File: config.mk
export PLATFORM = sky130hd
export DESIGN_NAME = lighting_mode_controller_top_flat
export DESIGN_NICKNAME = d
export VERILOG_FILES = /design/src/design/lmc_pkg.sv /design/src/design/lmc_in_if.sv /design/src/design/lmc_out_if.sv /design/src/design/lmc_div.sv /design/src/design/lighting_mode_controller_top.sv /design/src/flat_wrapper.sv
export SDC_FILE = /design/constraint.sdc
export NUM_CORES = 1
export LEC_CHECK = 0
export ABC_AREA = 0
export BUFFER_PORTS_ARGS = -buffer_cell sky130_fd_sc_hd__buf_2
export CELL_PAD_IN_SITES_DETAIL_PLACEMENT = 2
export CELL_PAD_IN_SITES_GLOBAL_PLACEMENT = 2
export CORE_MARGIN = 3
export CORE_UTILIZATION = 36
export DETAILED_ROUTE_END_ITERATION = 10
export PLACE_DENSITY_LB_ADDON = 0.1
export SLEW_MARGIN = 10
export SYNTH_ARGS = -nofsm -noshare
export SYNTH_HDL_FRONTEND = slang
export SYNTH_SLANG_ARGS = --single-unit
File: constraint.sdc
create_clock -name i_clk -period 6.3 [get_ports i_clk]
set_input_delay 0.315 -clock i_clk [delete_from_list [all_inputs] [get_ports i_clk]]
set_output_delay 0.315 -clock i_clk [all_outputs]
set_load 0.01 [all_outputs]
File: src/design/lmc_pkg.sv
// Shared types and constants of the lighting mode controller.
// Used by the divider and the top level; no dependencies.
`default_nettype none

package lmc_pkg;

    // Timestamp width for elapsed-time arithmetic
    localparam int TIME_BITS = 32;

    // Event codes
    localparam logic [2:0] FUNC_MODE  = 3'd0;
    localparam logic [2:0] FUNC_LED   = 3'd1;
    localparam logic [2:0] FUNC_BTN   = 3'd2;
    localparam logic [2:0] FUNC_LIGHT = 3'd3;
    localparam logic [2:0] FUNC_AUTO  = 3'd4;

    // Mode codes
    localparam logic [1:0] MODE_OFF    = 2'd0;
    localparam logic [1:0] MODE_MANUAL = 2'd1;
    localparam logic [1:0] MODE_AUTO   = 2'd2;

    // Configuration register indexes
    localparam logic [2:0] CFG_DARK     = 3'd0;
    localparam logic [2:0] CFG_BRIGHT   = 3'd1;
    localparam logic [2:0] CFG_LVL_MAX  = 3'd2;
    localparam logic [2:0] CFG_LVL_MIN  = 3'd3;
    localparam logic [2:0] CFG_DEBOUNCE = 3'd4;
    localparam logic [2:0] CFG_REFRESH  = 3'd5;
    localparam int CFG_IDX_W  = 3;
    localparam int CFG_DATA_W = 16;

    // Divider: dividend is a 7 x 8 bit product, divisor a 7 bit span
    localparam int DIV_NUM_W = 15;
    localparam int DIV_DEN_W = 7;
    localparam int DIV_CNT_W = $clog2(DIV_NUM_W);

    typedef enum logic [2:0] {
        ST_IDLE,
        ST_EVAL,
        ST_MUL,
        ST_DIV,
        ST_APPLY,
        ST_DONE
    } t_state;

endpackage

`default_nettype wire

File: src/design/lmc_in_if.sv
// Event input channel of the lighting mode controller: valid/ready plus event fields.
// Depends on nothing but plain logic types.
`default_nettype none

interface lmc_in_if;
    logic       valid;
    logic       ready;
    logic [2:0] func;
    logic [31:0] now_ms;
    logic [1:0] mode_req;
    logic       led_sel;
    logic       want_on;
    logic       from_auto;
    logic       button1_low;
    logic       button2_low;
    logic [6:0] light_pct;

    modport source (
        output valid, func, now_ms, mode_req, led_sel, want_on, from_auto,
               button1_low, button2_low, light_pct,
        input  ready
    );
    modport sink (
        input  valid, func, now_ms, mode_req, led_sel, want_on, from_auto,
               button1_low, button2_low, light_pct,
        output ready
    );
endinterface

`default_nettype wire

File: src/design/lmc_out_if.sv
// Result output channel of the lighting mode controller: valid/ready plus state report.
// Depends on nothing but plain logic types.
`default_nettype none

interface lmc_out_if;
    logic       valid;
    logic       ready;
    logic [7:0] duty1;
    logic [7:0] duty2;
    logic       led1_is_on;
    logic       led2_is_on;
    logic [1:0] mode_now;
    logic [7:0] level_now;
    logic       refused;

    modport source (
        output valid, duty1, duty2, led1_is_on, led2_is_on, mode_now, level_now,
               refused,
        input  ready
    );
    modport sink (
        input  valid, duty1, duty2, led1_is_on, led2_is_on, mode_now, level_now,
               refused,
        output ready
    );
endinterface

`default_nettype wire

File: src/design/lmc_div.sv
// Restoring unsigned divider, one quotient bit per cycle.
// Depends on lmc_pkg for operand widths.
`default_nettype none

module lmc_div (
    input  wire                            i_clk,
    input  wire                            i_rst_n,
    input  wire                            i_start,
    input  wire [lmc_pkg::DIV_NUM_W-1:0]   i_dividend,
    input  wire [lmc_pkg::DIV_DEN_W-1:0]   i_divisor,
    output logic                           o_done,
    output logic [lmc_pkg::DIV_NUM_W-1:0]  o_quotient
);

    logic                           r_busy, n_busy;
    logic                           r_done, n_done;
    logic [lmc_pkg::DIV_CNT_W-1:0]  r_cnt, n_cnt;
    logic [lmc_pkg::DIV_NUM_W-1:0]  r_quo, n_quo;
    logic [lmc_pkg::DIV_DEN_W-1:0]  r_rem, n_rem;
    logic [lmc_pkg::DIV_DEN_W-1:0]  r_den, n_den;

    logic [lmc_pkg::DIV_DEN_W:0]    rem_sh;
    logic                           ge;

    always_comb begin
        rem_sh = {r_rem, r_quo[lmc_pkg::DIV_NUM_W-1]};
        ge     = rem_sh >= {1'b0, r_den};
        n_busy = r_busy;
        n_done = 1'b0;
        n_cnt  = r_cnt;
        n_quo  = r_quo;
        n_rem  = r_rem;
        n_den  = r_den;
        if (i_start) begin
            n_busy = 1'b1;
            n_cnt  = lmc_pkg::DIV_CNT_W'(lmc_pkg::DIV_NUM_W - 1);
            n_quo  = i_dividend;
            n_rem  = '0;
            n_den  = i_divisor;
        end else if (r_busy) begin
            // shift in the next dividend bit, subtract when it fits
            n_rem = ge ? lmc_pkg::DIV_DEN_W'(rem_sh - {1'b0, r_den})
                       : lmc_pkg::DIV_DEN_W'(rem_sh);
            n_quo = {r_quo[lmc_pkg::DIV_NUM_W-2:0], ge};
            if (r_cnt == '0) begin
                n_busy = 1'b0;
                n_done = 1'b1;
            end else begin
                n_cnt = r_cnt - lmc_pkg::DIV_CNT_W'(1);
            end
        end
    end

    always_ff @(posedge i_clk) begin
        if (!i_rst_n) begin
            r_busy <= 1'b0;
            r_done <= 1'b0;
        end else begin
            r_busy <= n_busy;
            r_done <= n_done;
        end
        r_cnt <= n_cnt;
        r_quo <= n_quo;
        r_rem <= n_rem;
        r_den <= n_den;
    end

    assign o_done     = r_done;
    assign o_quotient = r_quo;

endmodule

`default_nettype wire

File: src/design/lighting_mode_controller_top.sv
// Lighting mode controller top level: event sequencer, state and configuration registers.
// Depends on lmc_pkg, lmc_in_if, lmc_out_if and lmc_div.
//
// Usage:
//   Events arrive on i_in (valid/ready); one transfer is one event. For every
//   event exactly one result, the controller state after the event, leaves on
//   o_out (valid/ready). Configuration registers are written through
//   i_cfg_we / i_cfg_idx / i_cfg_data; the user must write them only while no
//   event is in flight, as the block does not enforce this.
//   Sequencing: i_in.ready is high only while the sequencer is idle. Most events
//   pass through EVAL and DONE; an automatic update that runs without the
//   linear map also passes through APPLY. An update that maps the light inside
//   the threshold window passes through MUL, DIV and APPLY: in DIV the
//   divider produces one quotient bit per cycle over 15 bits.
//   Stalls: the result sits in an output register; the next event is taken
//   while it waits, and that event holds in its final step until the
//   previous result has transferred.
//   Reset (synchronous, active low): MANUAL mode, both LEDs off, duties 0,
//   level 255, configuration at its defaults, no result pending.
`default_nettype none

module lighting_mode_controller_top (
    input  wire                              i_clk,
    input  wire                              i_rst_n,
    lmc_in_if.sink                           i_in,
    lmc_out_if.source                        o_out,
    input  wire                              i_cfg_we,
    input  wire [lmc_pkg::CFG_IDX_W-1:0]     i_cfg_idx,
    input  wire [lmc_pkg::CFG_DATA_W-1:0]    i_cfg_data
);

    localparam int TB = lmc_pkg::TIME_BITS;

    // configuration
    logic [6:0]  r_cfg_dark, r_cfg_bright;
    logic [7:0]  r_cfg_lmax, r_cfg_lmin;
    logic [15:0] r_cfg_debounce, r_cfg_refresh;

    // controller state
    lmc_pkg::t_state r_state, n_state;
    logic [1:0]    r_mode, n_mode;
    logic          r_led1, n_led1, r_led2, n_led2;
    logic [7:0]    r_level, n_level;
    logic [6:0]    r_light, n_light;
    logic [TB-1:0] r_last_ref, n_last_ref;
    logic [TB-1:0] r_last_p1, n_last_p1, r_last_p2, n_last_p2;
    logic [7:0]    r_duty1, n_duty1, r_duty2, n_duty2;
    logic          r_refused, n_refused;
    logic [7:0]    r_target, n_target;
    logic          r_neg, n_neg;

    // captured event
    logic [2:0]    r_func, n_func;
    logic [TB-1:0] r_now, n_now;
    logic [1:0]    r_mode_req, n_mode_req;
    logic          r_led_sel, n_led_sel, r_want_on, n_want_on, r_from_auto, n_from_auto;
    logic          r_b1, n_b1, r_b2, n_b2;
    logic [6:0]    r_light_pct, n_light_pct;

    // output register
    logic          r_out_valid, n_out_valid;
    logic [7:0]    r_o_duty1, n_o_duty1, r_o_duty2, n_o_duty2, r_o_level, n_o_level;
    logic          r_o_led1, n_o_led1, r_o_led2, n_o_led2, r_o_refused, n_o_refused;
    logic [1:0]    r_o_mode, n_o_mode;

    // divider hookup
    logic                           div_start;
    logic                           div_done;
    logic [lmc_pkg::DIV_NUM_W-1:0]  div_quo;
    logic [lmc_pkg::DIV_NUM_W-1:0]  mul_prod;
    logic [lmc_pkg::DIV_DEN_W-1:0]  div_span;

    logic [TB-1:0] el_ref, el_p1, el_p2;
    logic          refresh_due;
    logic [7:0]    lvl_mag;
    logic [6:0]    light_off;
    logic [7:0]    q8;

    lmc_div u_div (
        .i_clk      (i_clk),
        .i_rst_n    (i_rst_n),
        .i_start    (div_start),
        .i_dividend (mul_prod),
        .i_divisor  (div_span),
        .o_done     (div_done),
        .o_quotient (div_quo)
    );

    assign el_ref      = r_now - r_last_ref;
    assign el_p1       = r_now - r_last_p1;
    assign el_p2       = r_now - r_last_p2;
    assign refresh_due = el_ref >= TB'(r_cfg_refresh);
    assign lvl_mag     = r_neg ? (r_cfg_lmax - r_cfg_lmin) : (r_cfg_lmin - r_cfg_lmax);
    assign light_off   = r_light - r_cfg_dark;
    assign mul_prod    = lmc_pkg::DIV_NUM_W'(light_off) * lmc_pkg::DIV_NUM_W'(lvl_mag);
    assign div_span    = r_cfg_bright - r_cfg_dark;
    assign div_start   = (r_state == lmc_pkg::ST_MUL);
    assign q8          = div_quo[7:0];

    // configuration writes
    always_ff @(posedge i_clk) begin
        if (!i_rst_n) begin
            r_cfg_dark     <= 7'd20;
            r_cfg_bright   <= 7'd80;
            r_cfg_lmax     <= 8'd255;
            r_cfg_lmin     <= 8'd10;
            r_cfg_debounce <= 16'd200;
            r_cfg_refresh  <= 16'd100;
        end else if (i_cfg_we) begin
            unique case (i_cfg_idx)
                lmc_pkg::CFG_DARK:     r_cfg_dark     <= i_cfg_data[6:0];
                lmc_pkg::CFG_BRIGHT:   r_cfg_bright   <= i_cfg_data[6:0];
                lmc_pkg::CFG_LVL_MAX:  r_cfg_lmax     <= i_cfg_data[7:0];
                lmc_pkg::CFG_LVL_MIN:  r_cfg_lmin     <= i_cfg_data[7:0];
                lmc_pkg::CFG_DEBOUNCE: r_cfg_debounce <= i_cfg_data;
                lmc_pkg::CFG_REFRESH:  r_cfg_refresh  <= i_cfg_data;
                default: ;
            endcase
        end
    end

    always_comb begin
        logic start_map;
        start_map   = 1'b0;
        n_state     = r_state;
        n_mode      = r_mode;
        n_led1      = r_led1;
        n_led2      = r_led2;
        n_level     = r_level;
        n_light     = r_light;
        n_last_ref  = r_last_ref;
        n_last_p1   = r_last_p1;
        n_last_p2   = r_last_p2;
        n_duty1     = r_duty1;
        n_duty2     = r_duty2;
        n_refused   = r_refused;
        n_target    = r_target;
        n_neg       = r_neg;
        n_func      = r_func;
        n_now       = r_now;
        n_mode_req  = r_mode_req;
        n_led_sel   = r_led_sel;
        n_want_on   = r_want_on;
        n_from_auto = r_from_auto;
        n_b1        = r_b1;
        n_b2        = r_b2;
        n_light_pct = r_light_pct;
        n_out_valid = r_out_valid && !o_out.ready;
        n_o_duty1   = r_o_duty1;
        n_o_duty2   = r_o_duty2;
        n_o_level   = r_o_level;
        n_o_led1    = r_o_led1;
        n_o_led2    = r_o_led2;
        n_o_refused = r_o_refused;
        n_o_mode    = r_o_mode;

        unique case (r_state)
            lmc_pkg::ST_IDLE: begin
                if (i_in.valid) begin
                    n_func      = i_in.func;
                    n_now       = TB'(i_in.now_ms);
                    n_mode_req  = i_in.mode_req;
                    n_led_sel   = i_in.led_sel;
                    n_want_on   = i_in.want_on;
                    n_from_auto = i_in.from_auto;
                    n_b1        = i_in.button1_low;
                    n_b2        = i_in.button2_low;
                    n_light_pct = i_in.light_pct;
                    n_state     = lmc_pkg::ST_EVAL;
                end
            end
            lmc_pkg::ST_EVAL: begin
                n_refused = 1'b0;
                n_state   = lmc_pkg::ST_DONE;
                unique case (r_func)
                    lmc_pkg::FUNC_MODE: begin
                        unique case (r_mode_req)
                            lmc_pkg::MODE_OFF: begin
                                n_mode  = lmc_pkg::MODE_OFF;
                                n_led1  = 1'b0;
                                n_led2  = 1'b0;
                                n_duty1 = '0;
                                n_duty2 = '0;
                            end
                            lmc_pkg::MODE_MANUAL: begin
                                n_mode  = lmc_pkg::MODE_MANUAL;
                                n_level = r_cfg_lmax;
                                n_duty1 = r_led1 ? r_cfg_lmax : 8'd0;
                                n_duty2 = r_led2 ? r_cfg_lmax : 8'd0;
                            end
                            lmc_pkg::MODE_AUTO: begin
                                n_mode    = lmc_pkg::MODE_AUTO;
                                n_led1    = 1'b1;
                                n_led2    = 1'b1;
                                start_map = refresh_due;
                            end
                            default: ;
                        endcase
                    end
                    lmc_pkg::FUNC_LED: begin
                        if (r_mode == lmc_pkg::MODE_OFF ||
                            (r_mode == lmc_pkg::MODE_AUTO && !r_from_auto)) begin
                            n_refused = 1'b1;
                        end else if (r_led_sel) begin
                            n_led2  = r_want_on;
                            n_duty2 = r_want_on ? r_level : 8'd0;
                        end else begin
                            n_led1  = r_want_on;
                            n_duty1 = r_want_on ? r_level : 8'd0;
                        end
                    end
                    lmc_pkg::FUNC_BTN: begin
                        if (r_mode == lmc_pkg::MODE_MANUAL) begin
                            // toggle each pressed LED once its debounce window has passed
                            if (r_b1 && el_p1 > TB'(r_cfg_debounce)) begin
                                n_last_p1 = r_now;
                                n_led1    = !r_led1;
                                n_duty1   = r_led1 ? 8'd0 : r_level;
                            end
                            if (r_b2 && el_p2 > TB'(r_cfg_debounce)) begin
                                n_last_p2 = r_now;
                                n_led2    = !r_led2;
                                n_duty2   = r_led2 ? 8'd0 : r_level;
                            end
                        end
                    end
                    lmc_pkg::FUNC_LIGHT: begin
                        n_light = r_light_pct;
                    end
                    lmc_pkg::FUNC_AUTO: begin
                        start_map = (r_mode == lmc_pkg::MODE_AUTO) && refresh_due;
                    end
                    default: ;
                endcase
                if (start_map) begin
                    n_last_ref = r_now;
                    n_neg      = r_cfg_lmin < r_cfg_lmax;
                    if (r_light < r_cfg_dark) begin
                        n_target = r_cfg_lmax;
                        n_state  = lmc_pkg::ST_APPLY;
                    end else if (r_light > r_cfg_bright) begin
                        n_target = r_cfg_lmin;
                        n_state  = lmc_pkg::ST_APPLY;
                    end else if (r_cfg_bright == r_cfg_dark) begin
                        n_target = r_cfg_lmax;
                        n_state  = lmc_pkg::ST_APPLY;
                    end else begin
                        n_state = lmc_pkg::ST_MUL;
                    end
                end
            end
            lmc_pkg::ST_MUL: begin
                // divider loads the product this cycle
                n_state = lmc_pkg::ST_DIV;
            end
            lmc_pkg::ST_DIV: begin
                if (div_done) begin
                    n_target = r_neg ? (r_cfg_lmax - q8) : (r_cfg_lmax + q8);
                    n_state  = lmc_pkg::ST_APPLY;
                end
            end
            lmc_pkg::ST_APPLY: begin
                if (r_target != r_level) begin
                    n_level = r_target;
                    n_led1  = 1'b1;
                    n_led2  = 1'b1;
                    n_duty1 = r_target;
                    n_duty2 = r_target;
                end
                n_state = lmc_pkg::ST_DONE;
            end
            lmc_pkg::ST_DONE: begin
                // hold until the output register is free
                if (!r_out_valid || o_out.ready) begin
                    n_out_valid = 1'b1;
                    n_o_duty1   = r_duty1;
                    n_o_duty2   = r_duty2;
                    n_o_led1    = r_led1;
                    n_o_led2    = r_led2;
                    n_o_mode    = r_mode;
                    n_o_level   = r_level;
                    n_o_refused = r_refused;
                    n_state     = lmc_pkg::ST_IDLE;
                end
            end
            default: n_state = lmc_pkg::ST_IDLE;
        endcase
    end

    always_ff @(posedge i_clk) begin
        if (!i_rst_n) begin
            r_state     <= lmc_pkg::ST_IDLE;
            r_mode      <= lmc_pkg::MODE_MANUAL;
            r_led1      <= 1'b0;
            r_led2      <= 1'b0;
            r_level     <= 8'd255;
            r_light     <= '0;
            r_last_ref  <= '0;
            r_last_p1   <= '0;
            r_last_p2   <= '0;
            r_duty1     <= '0;
            r_duty2     <= '0;
            r_refused   <= 1'b0;
            r_out_valid <= 1'b0;
        end else begin
            r_state     <= n_state;
            r_mode      <= n_mode;
            r_led1      <= n_led1;
            r_led2      <= n_led2;
            r_level     <= n_level;
            r_light     <= n_light;
            r_last_ref  <= n_last_ref;
            r_last_p1   <= n_last_p1;
            r_last_p2   <= n_last_p2;
            r_duty1     <= n_duty1;
            r_duty2     <= n_duty2;
            r_refused   <= n_refused;
            r_out_valid <= n_out_valid;
        end
        r_target    <= n_target;
        r_neg       <= n_neg;
        r_func      <= n_func;
        r_now       <= n_now;
        r_mode_req  <= n_mode_req;
        r_led_sel   <= n_led_sel;
        r_want_on   <= n_want_on;
        r_from_auto <= n_from_auto;
        r_b1        <= n_b1;
        r_b2        <= n_b2;
        r_light_pct <= n_light_pct;
        r_o_duty1   <= n_o_duty1;
        r_o_duty2   <= n_o_duty2;
        r_o_level   <= n_o_level;
        r_o_led1    <= n_o_led1;
        r_o_led2    <= n_o_led2;
        r_o_refused <= n_o_refused;
        r_o_mode    <= n_o_mode;
    end

    assign i_in.ready       = (r_state == lmc_pkg::ST_IDLE);
    assign o_out.valid      = r_out_valid;
    assign o_out.duty1      = r_o_duty1;
    assign o_out.duty2      = r_o_duty2;
    assign o_out.led1_is_on = r_o_led1;
    assign o_out.led2_is_on = r_o_led2;
    assign o_out.mode_now   = r_o_mode;
    assign o_out.level_now  = r_o_level;
    assign o_out.refused    = r_o_refused;

endmodule

`default_nettype wire
File: src/flat_wrapper.sv
// flat-port wrapper written by rule: the top's interface ports become plain ports
module lighting_mode_controller_top_flat 
  (i_clk, i_rst_n, i_cfg_we, i_cfg_idx, i_cfg_data, i_in_valid, i_in_func, i_in_now_ms, i_in_mode_req, i_in_led_sel, i_in_want_on, i_in_from_auto, i_in_button1_low, i_in_button2_low, i_in_light_pct, i_in_ready, o_out_valid, o_out_duty1, o_out_duty2, o_out_led1_is_on, o_out_led2_is_on, o_out_mode_now, o_out_level_now, o_out_refused, o_out_ready);
  lmc_in_if i_in_i ();
  lmc_out_if o_out_i ();
  input  wire i_clk;
  input  wire i_rst_n;
  input  wire i_cfg_we;
  input  wire [lmc_pkg::CFG_IDX_W-1:0] i_cfg_idx;
  input  wire [lmc_pkg::CFG_DATA_W-1:0] i_cfg_data;
  input wire logic [$bits(i_in_i.valid)-1:0] i_in_valid;
  input wire logic [$bits(i_in_i.func)-1:0] i_in_func;
  input wire logic [$bits(i_in_i.now_ms)-1:0] i_in_now_ms;
  input wire logic [$bits(i_in_i.mode_req)-1:0] i_in_mode_req;
  input wire logic [$bits(i_in_i.led_sel)-1:0] i_in_led_sel;
  input wire logic [$bits(i_in_i.want_on)-1:0] i_in_want_on;
  input wire logic [$bits(i_in_i.from_auto)-1:0] i_in_from_auto;
  input wire logic [$bits(i_in_i.button1_low)-1:0] i_in_button1_low;
  input wire logic [$bits(i_in_i.button2_low)-1:0] i_in_button2_low;
  input wire logic [$bits(i_in_i.light_pct)-1:0] i_in_light_pct;
  output wire logic [$bits(i_in_i.ready)-1:0] i_in_ready;
  output wire logic [$bits(o_out_i.valid)-1:0] o_out_valid;
  output wire logic [$bits(o_out_i.duty1)-1:0] o_out_duty1;
  output wire logic [$bits(o_out_i.duty2)-1:0] o_out_duty2;
  output wire logic [$bits(o_out_i.led1_is_on)-1:0] o_out_led1_is_on;
  output wire logic [$bits(o_out_i.led2_is_on)-1:0] o_out_led2_is_on;
  output wire logic [$bits(o_out_i.mode_now)-1:0] o_out_mode_now;
  output wire logic [$bits(o_out_i.level_now)-1:0] o_out_level_now;
  output wire logic [$bits(o_out_i.refused)-1:0] o_out_refused;
  input wire logic [$bits(o_out_i.ready)-1:0] o_out_ready;
  assign i_in_i.valid = i_in_valid;
  assign i_in_i.func = i_in_func;
  assign i_in_i.now_ms = i_in_now_ms;
  assign i_in_i.mode_req = i_in_mode_req;
  assign i_in_i.led_sel = i_in_led_sel;
  assign i_in_i.want_on = i_in_want_on;
  assign i_in_i.from_auto = i_in_from_auto;
  assign i_in_i.button1_low = i_in_button1_low;
  assign i_in_i.button2_low = i_in_button2_low;
  assign i_in_i.light_pct = i_in_light_pct;
  assign i_in_ready = i_in_i.ready;
  assign o_out_valid = o_out_i.valid;
  assign o_out_duty1 = o_out_i.duty1;
  assign o_out_duty2 = o_out_i.duty2;
  assign o_out_led1_is_on = o_out_i.led1_is_on;
  assign o_out_led2_is_on = o_out_i.led2_is_on;
  assign o_out_mode_now = o_out_i.mode_now;
  assign o_out_level_now = o_out_i.level_now;
  assign o_out_refused = o_out_i.refused;
  assign o_out_i.ready = o_out_ready;
  lighting_mode_controller_top u_core (.i_clk(i_clk), .i_rst_n(i_rst_n), .i_in(i_in_i), .o_out(o_out_i), .i_cfg_we(i_cfg_we), .i_cfg_idx(i_cfg_idx), .i_cfg_data(i_cfg_data));
endmodule
==> run metrics, run 1 <==
storage element area=7500 µm²; H-tree Lvls=2; Rows=92; largest net degree at the start of global routing=92; number of synthesized flops with an enable pin=109; Slew Limit Fails=0; CP startpoint=u_core.r_cfg_lmin[1]; die width=260 µm; Avg WL per Cell=22.0 µm; first-pass GRT wire length=128000 µm; Net Sw Frac=35.9%; Netlist Area Pre-Place=23200 µm²; Area growth, synth to finish=16.2%; YS warnings=0; Worst setup SP type=register; via count=20200; Switch Pwr=2.82 mW; sequential power share=30.5%; final core occ=42.6%; placement-stage cell area=24800 µm²; share of cells above drive strength 1=11.5%; worst hold start=i_cfg_data[9]; CP required=6620 ps; dpl hpwl=62800 µm; area leader, netlist=dfxtp_1; sequential share of the synthesized area=32.3%; Maximum Capacitance Violations=0; Num CTS Buffers=41; status=completed; vias in the first global route=22100; Syn Nets=2992; ANT nets after route=0; Relative slew margins=24.2%; Starting Density=36.7%; gr usage total=24.0%; 1st-iter DRT viols=974; worst setup margin=123 ps; Nets=3156; gr ovfl total=0; Worst Hold Class=in2reg; latest clock arrival within the worst-skew pair=580 ps; synthesized instance count=2656; core area=63400 µm²; I/O pins=104; Crit Reg-Reg Startpoint=u_core.r_cfg_lmin[1]; Worst Path Arrival=6490 ps; initial antenna violation count=2; ys async rst share=0%; clock sink count=320; fmax=0.162 GHz; setup TNS=0 ps; WS Path Type=reg2reg; DP Cell Count=3561; Root Buffer=clkbuf_16; Synth Area per Inst=8.75 µm²; die area=67700 µm²; Most common cell on crit path=inv_2; ys flop type=dfxtp_1; crit path buf inv count=7; Final setup violation count=0; RePlAce Congestion=0.889; Buffers on Ports=103; top cell family by delay on the critical path=adder cells; TritonRoute pass-1 iters=7; RSZ-0062 raised after global routing=true; combinational share of power=37.6%; CTS tree=yes; Max clock buf depth=3; multi-input logic area=14500 µm²; ant diodes=0; Total Wirelength=81300 µm; leakage power=11.3 nW; final hold violations=0; Clock transition at path regs=60 ps; Design Area, Final=27000 µm²; synth unique cells=95; Final Critical Period=6180 ps; pwr dens=291 nW/µm²; share of the synthesized area in the top cell type=18.2%; DRC=0; Hold Slack=35.4 ps; synthesized flop and latch total=320; Fillers=6971; Internal Power=5.03 mW; vias per cell=5.46; Peak VDD IR=175 µV; dpl ws=-492 ps; Worst setup EP type=register; actual slew at the worst max-slew pin=1130 ps; Chip Height=260 µm; non-filler cells, final=3699; Clk network pwr share=31.9%; crit-path max cell delay=510 ps; synth top area cells=dfxtp_1 (18%), edfxtp_1 (14%), ha_1 (12%), mux2i_1 (6.2%), nand2_1 (5.5%); Clock Skew=17.0 ps; CP Max Fanout=3; final worst-path cycle share=98.0%; overall power=7.85 mW; CP max-delay cell=fa_1
[worst reg2reg max path, delay by kind of cell, from the launching register on]
family / cells / cell delay, ps
adder cells (fa/ha/maj): 6 / 2520
AO/OA/AOI/OAI: 10 / 1860
flip-flops: 1 / 320
buffers and inverters: 7 / 520
XOR/XNOR: 2 / 390
AND/OR/NAND/NOR: 4 / 310
[cells by family after synthesis]
family / synth area share [%]
XOR/XNOR: 4.63
AND/OR/NAND/NOR: 16.7
multiplexers: 6.24
adder cells (fa/ha/maj): 15.4
buffers and inverters: 6.14
flip-flops: 32.3
AO/OA/AOI/OAI: 18.6
[area by class of cell]
class | instances | area share [%]
multi-input combinational | 1991 | 53.8
sequential | 320 | 27.8
clock buffer | 59 | 4.36
timing repair buffer | 223 | 5.92
tap | 846 | 3.92
inverter | 243 | 3.38
clock inverter | 17 | 0.899
[layout by cell type, fill, tap and decap left out, types with 17 or more instances in the layout]
cell type      Yosys  layout
nor3_1            29      29
nor2_1           182     179
a211oi_1          17      17
clkbuf_16          0      44
buf_2             15     102
o211ai_1          35      35
fa_1              38      38
o21ai_0          117     113
inv_1            242     236
o21bai_1          18      18
a21o_1            71      71
a21oi_1          149     141
a31oi_1           19      19
and3_1            17      17
edfxtp_1         109     109
nand2b_1          27      27
nor2b_1           71      70
xnor2_1           74      72
and2_1            18      17
dlygate4sd3_1      0      50
o21a_1            20      20
xor2_1            49      49
dfxtp_1          211     209
buf_4              1      66
nand3_1           36      36
ha_1             225     218
nand4_1           35      35
nand2_1          339     339
mux2i_1          145     145
a21boi_0          44      44
[what timing repair did]
action | CTS | global route
pin swaps | 22 | 31
setup endpoints to repair | 5 | 40
cloned | 0 | 0
hold endpoints to repair | 50 | 0
setup buffers | 6 | 6
gates resized for setup | 26 | 19
hold buffers | 50 | 0
[sequential cells by signal, summed over array words and instances, names as in the netlist, 15 cells and up]
register	cells
u_core.r_cfg_refresh	16
u_core.r_last_ref	32
u_core.r_now	32
u_core.r_last_p1	32
u_core.u_div.o_quotient	15
u_core.r_cfg_debounce	16
u_core.r_last_p2	32
[power groups by stage]
stage / Sequential, mW / Combinational, mW / Clock, mW
final: 2.39 / 2.95 / 2.50
after global routing: 2.41 / 3.31 / 2.67
after CTS: 2.40 / 2.83 / 2.58
after detailed placement: 2.44 / 2.68 / 0
after global placement: 2.44 / 2.55 / 0
after floorplan: 2.38 / 1.86 / 0
[synthesized netlist by cell type, drive strengths merged (4+ instances only)]
cell type	number
o31a	7
nand2	340
o21a	20
fa	38
a311oi	6
ha	225
buf	28
a221o	15
nor2b	71
or3	4
xor2	49
o22ai	5
and3	17
clkbuf	74
nand4	35
mux2i	145
o21ai	134
xnor2	74
nand2b	27
nand3b	10
nor3	30
a21boi	48
a31oi	20
o31ai	8
o211ai	35
dfxtp	211
nor2	182
edfxtp	109
nand3	37
o2111ai	8
nor4b	4
and2	18
or2	20
nor4	11
nor3b	5
a211oi	20
a31o	5
a21oi	154
o21bai	20
a221oi	15
and4	6
a21o	71
inv	242
a32o	8
[per-layer routing]
| layer | part of all wire [%] | vias to the layer above | track usage [%] |
|---|---|---|---|
| li1 | - | 9672 | - |
| met1 | 48 | 10200 | 33.1 |
| met2 | 47 | 250 | 40.8 |
| met3 | 2.8 | 75 | 2.70 |
| met4 | 1.5 | 0 | 4.13 |
| met5 | 0 | - | 0 |
[worst paths after layout]
check,end,slack [ps],depth (start not counted)
worst max-delay path,u_core.u_div.o_quotient[12],120,29
worst max register to register,u_core.u_div.o_quotient[12],120,29
worst min-delay path,u_core.r_cfg_refresh[9],40,3
worst min register to register,u_core.o_out.duty2[1],430,0
No activity file was read; power rests on OpenSTA's default activity.
==> inputs of run 2 (changes only) <==
Settings changed: CORE_UTILIZATION 36 to 35, CTS_CLUSTER_DIAMETER from default to 60.
==> run 2 against run 1 <==
Worst hold slack better by 7.9 ps. Sequential cell count stayed put. Clock power is 6% higher. Highest routed layer unchanged. Fmax is 2.0% higher. Critical path type unchanged.
==> run metrics, run 2 (synthesized netlist as in run 1, its figures left out) <==
1st-iter DRT viols=929; RSZ-0062 raised after global routing=true; setup TNS=0 ps; via count=20200; WS Path Type=reg2reg; share of cells above drive strength 1=11.4%; Avg WL per Cell=21.7 µm; Maximum Capacitance Violations=0; Max clock buf depth=3; Worst Hold Class=in2reg; Most common cell on crit path=buf_4; Design Area, Final=27100 µm²; gr usage total=22.7%; ANT nets after route=0; gr ovfl total=0; Chip Height=264 µm; Rows=93; clock sink count=320; Clock Skew=30.0 ps; top cell family by delay on the critical path=adder cells; H-tree Lvls=2; DRC=0; dpl ws=-217 ps; Total Wirelength=80400 µm; Nets=3155; ant diodes=0; pwr dens=293 nW/µm²; CP max-delay cell=fa_1; CP Depth=26; sequential power share=30.2%; storage element area=7500 µm²; worst setup margin=242 ps; I/O pins=104; R2R cell count=26; final worst-path cycle share=96.2%; crit path buf inv count=7; Final Critical Period=6060 ps; most frequent cells in the layout=nand2_1 (339), inv_1 (238), ha_1 (222), dfxtp_1 (209), nor2_1 (181); vias per cell=5.46; combinational share of power=36.3%; Switch Pwr=2.87 mW; CTS tree=yes; Clock transition at path regs=60 ps; Slew Limit Fails=0; vias in the first global route=22000; Internal Power=5.07 mW; Min-Delay Path Depth=3; leakage power=11.4 nW; TritonRoute pass-1 iters=5; final core occ=41.6%; latest clock arrival within the worst-skew pair=590 ps; Fillers=7117; Net Sw Frac=36.2%; first-pass GRT wire length=126000 µm; Relative slew margins=22.3%; Peak VDD IR=237 µV; Num CTS Buffers=44; final hold violations=0; crit-path max cell delay=500 ps; Starting Density=35.7%; dpl hpwl=62200 µm; CP Max Fanout=3; largest net degree at the start of global routing=110; die width=264 µm; initial antenna violation count=0; core area=65000 µm²; Worst Path Arrival=6380 ps; Root Buffer=clkbuf_16; Final setup violation count=0; actual slew at the worst max-slew pin=1160 ps; overall power=7.94 mW; commonest non-fill, non-tap cell in the layout=nand2_1; RePlAce Congestion=0.895; Clk network pwr share=33.5%; Worst setup EP type=register; Buffers on Ports=103; fmax=0.165 GHz; multi-input logic area=14500 µm²; status=completed; placement-stage cell area=24800 µm²; Worst setup SP type=register; CP required=6620 ps; Area growth, synth to finish=16.4%; die area=69500 µm²
run 2: changes by cell type in the layout (fill, tap and decap cells not counted), moves of 3 or more:
| cell | before | now |
|---|---|---|
| inv_6 | 0 | 4 |
| clkbuf_1 | 13 | 3 |
| ha_4 | 6 | 3 |
| ha_1 | 218 | 222 |
| clkinvlp_4 | 0 | 5 |
| buf_4 | 66 | 60 |
| dlygate4sd3_1 | 50 | 53 |
| clkbuf_8 | 2 | 5 |
| clkbuf_16 | 44 | 47 |
run 2: power groups by stage:
| stage | Sequential, mW | Combinational, mW | Clock [mW] |
|---|---|---|---|
| floorplan | 2.38 | 1.86 | 0 |
| global placement | 2.44 | 2.56 | 0 |
| detailed placement | 2.44 | 2.67 | 0 |
| CTS | 2.40 | 2.77 | 2.74 |
| global route | 2.41 | 3.23 | 2.82 |
| finish | 2.40 | 2.88 | 2.66 |
run 2: final timing paths:
check | slack, ps | to | startpoint
max reg2reg | 240 | u_core.u_div.o_quotient[10] | u_core.r_cfg_lmin[1]
max | 240 | u_core.u_div.o_quotient[10] | u_core.r_cfg_lmin[1]
min reg2reg | 430 | u_core.o_out.duty2[2] | u_core.r_duty2[2]
min | 40 | u_core.r_cfg_refresh[11] | i_cfg_data[11]
run 2: layout make-up:
| type | instances | area share, % |
|---|---|---|
| well taps | 855 | 3.95 |
| multi-input cells | 1991 | 53.4 |
| clock inverters | 27 | 1.14 |
| clock buffers | 55 | 4.64 |
| inverters | 243 | 3.37 |
| flip-flops and latches | 320 | 27.7 |
| repair buffers | 219 | 5.77 |
run 2: routing by layer:
layer | up-vias | routed length [µm] | track usage [%]
met3 | 103 | 2570 | 2.73
li1 | 9654 | - | -
met2 | 304 | 37300 | 37.8
met5 | - | 0 | 0
met1 | 10200 | 38700 | 31.2
met4 | 0 | 1830 | 5.63
run 2: repair_timing:
item / in CTS / in global routing
hold buffers: 53 / 0
setup buffers: 3 / 3
pin swaps: 10 / 23
resized for setup: 11 / 22
cloned: 0 / 0
endpoints found under the setup margin: 3 / 9
hold endpoints to repair: 54 / 0
run 2: tightest hold or removal path, cell delays in order:
cell and delay (ps):
buf_2 130, nand2_1 60, a21boi_0 70
run 2: per-stage QoR:
stage / cells / hold slack [ps]
3_3_place_gp: 3569 / 416
6_report: 3710 / 43.3
4_1_cts: 3707 / 0.995
3_5_place_dp: 3569 / 419
5_1_grt: 3710 / 35.4
2_1_floorplan: 2656 / 408
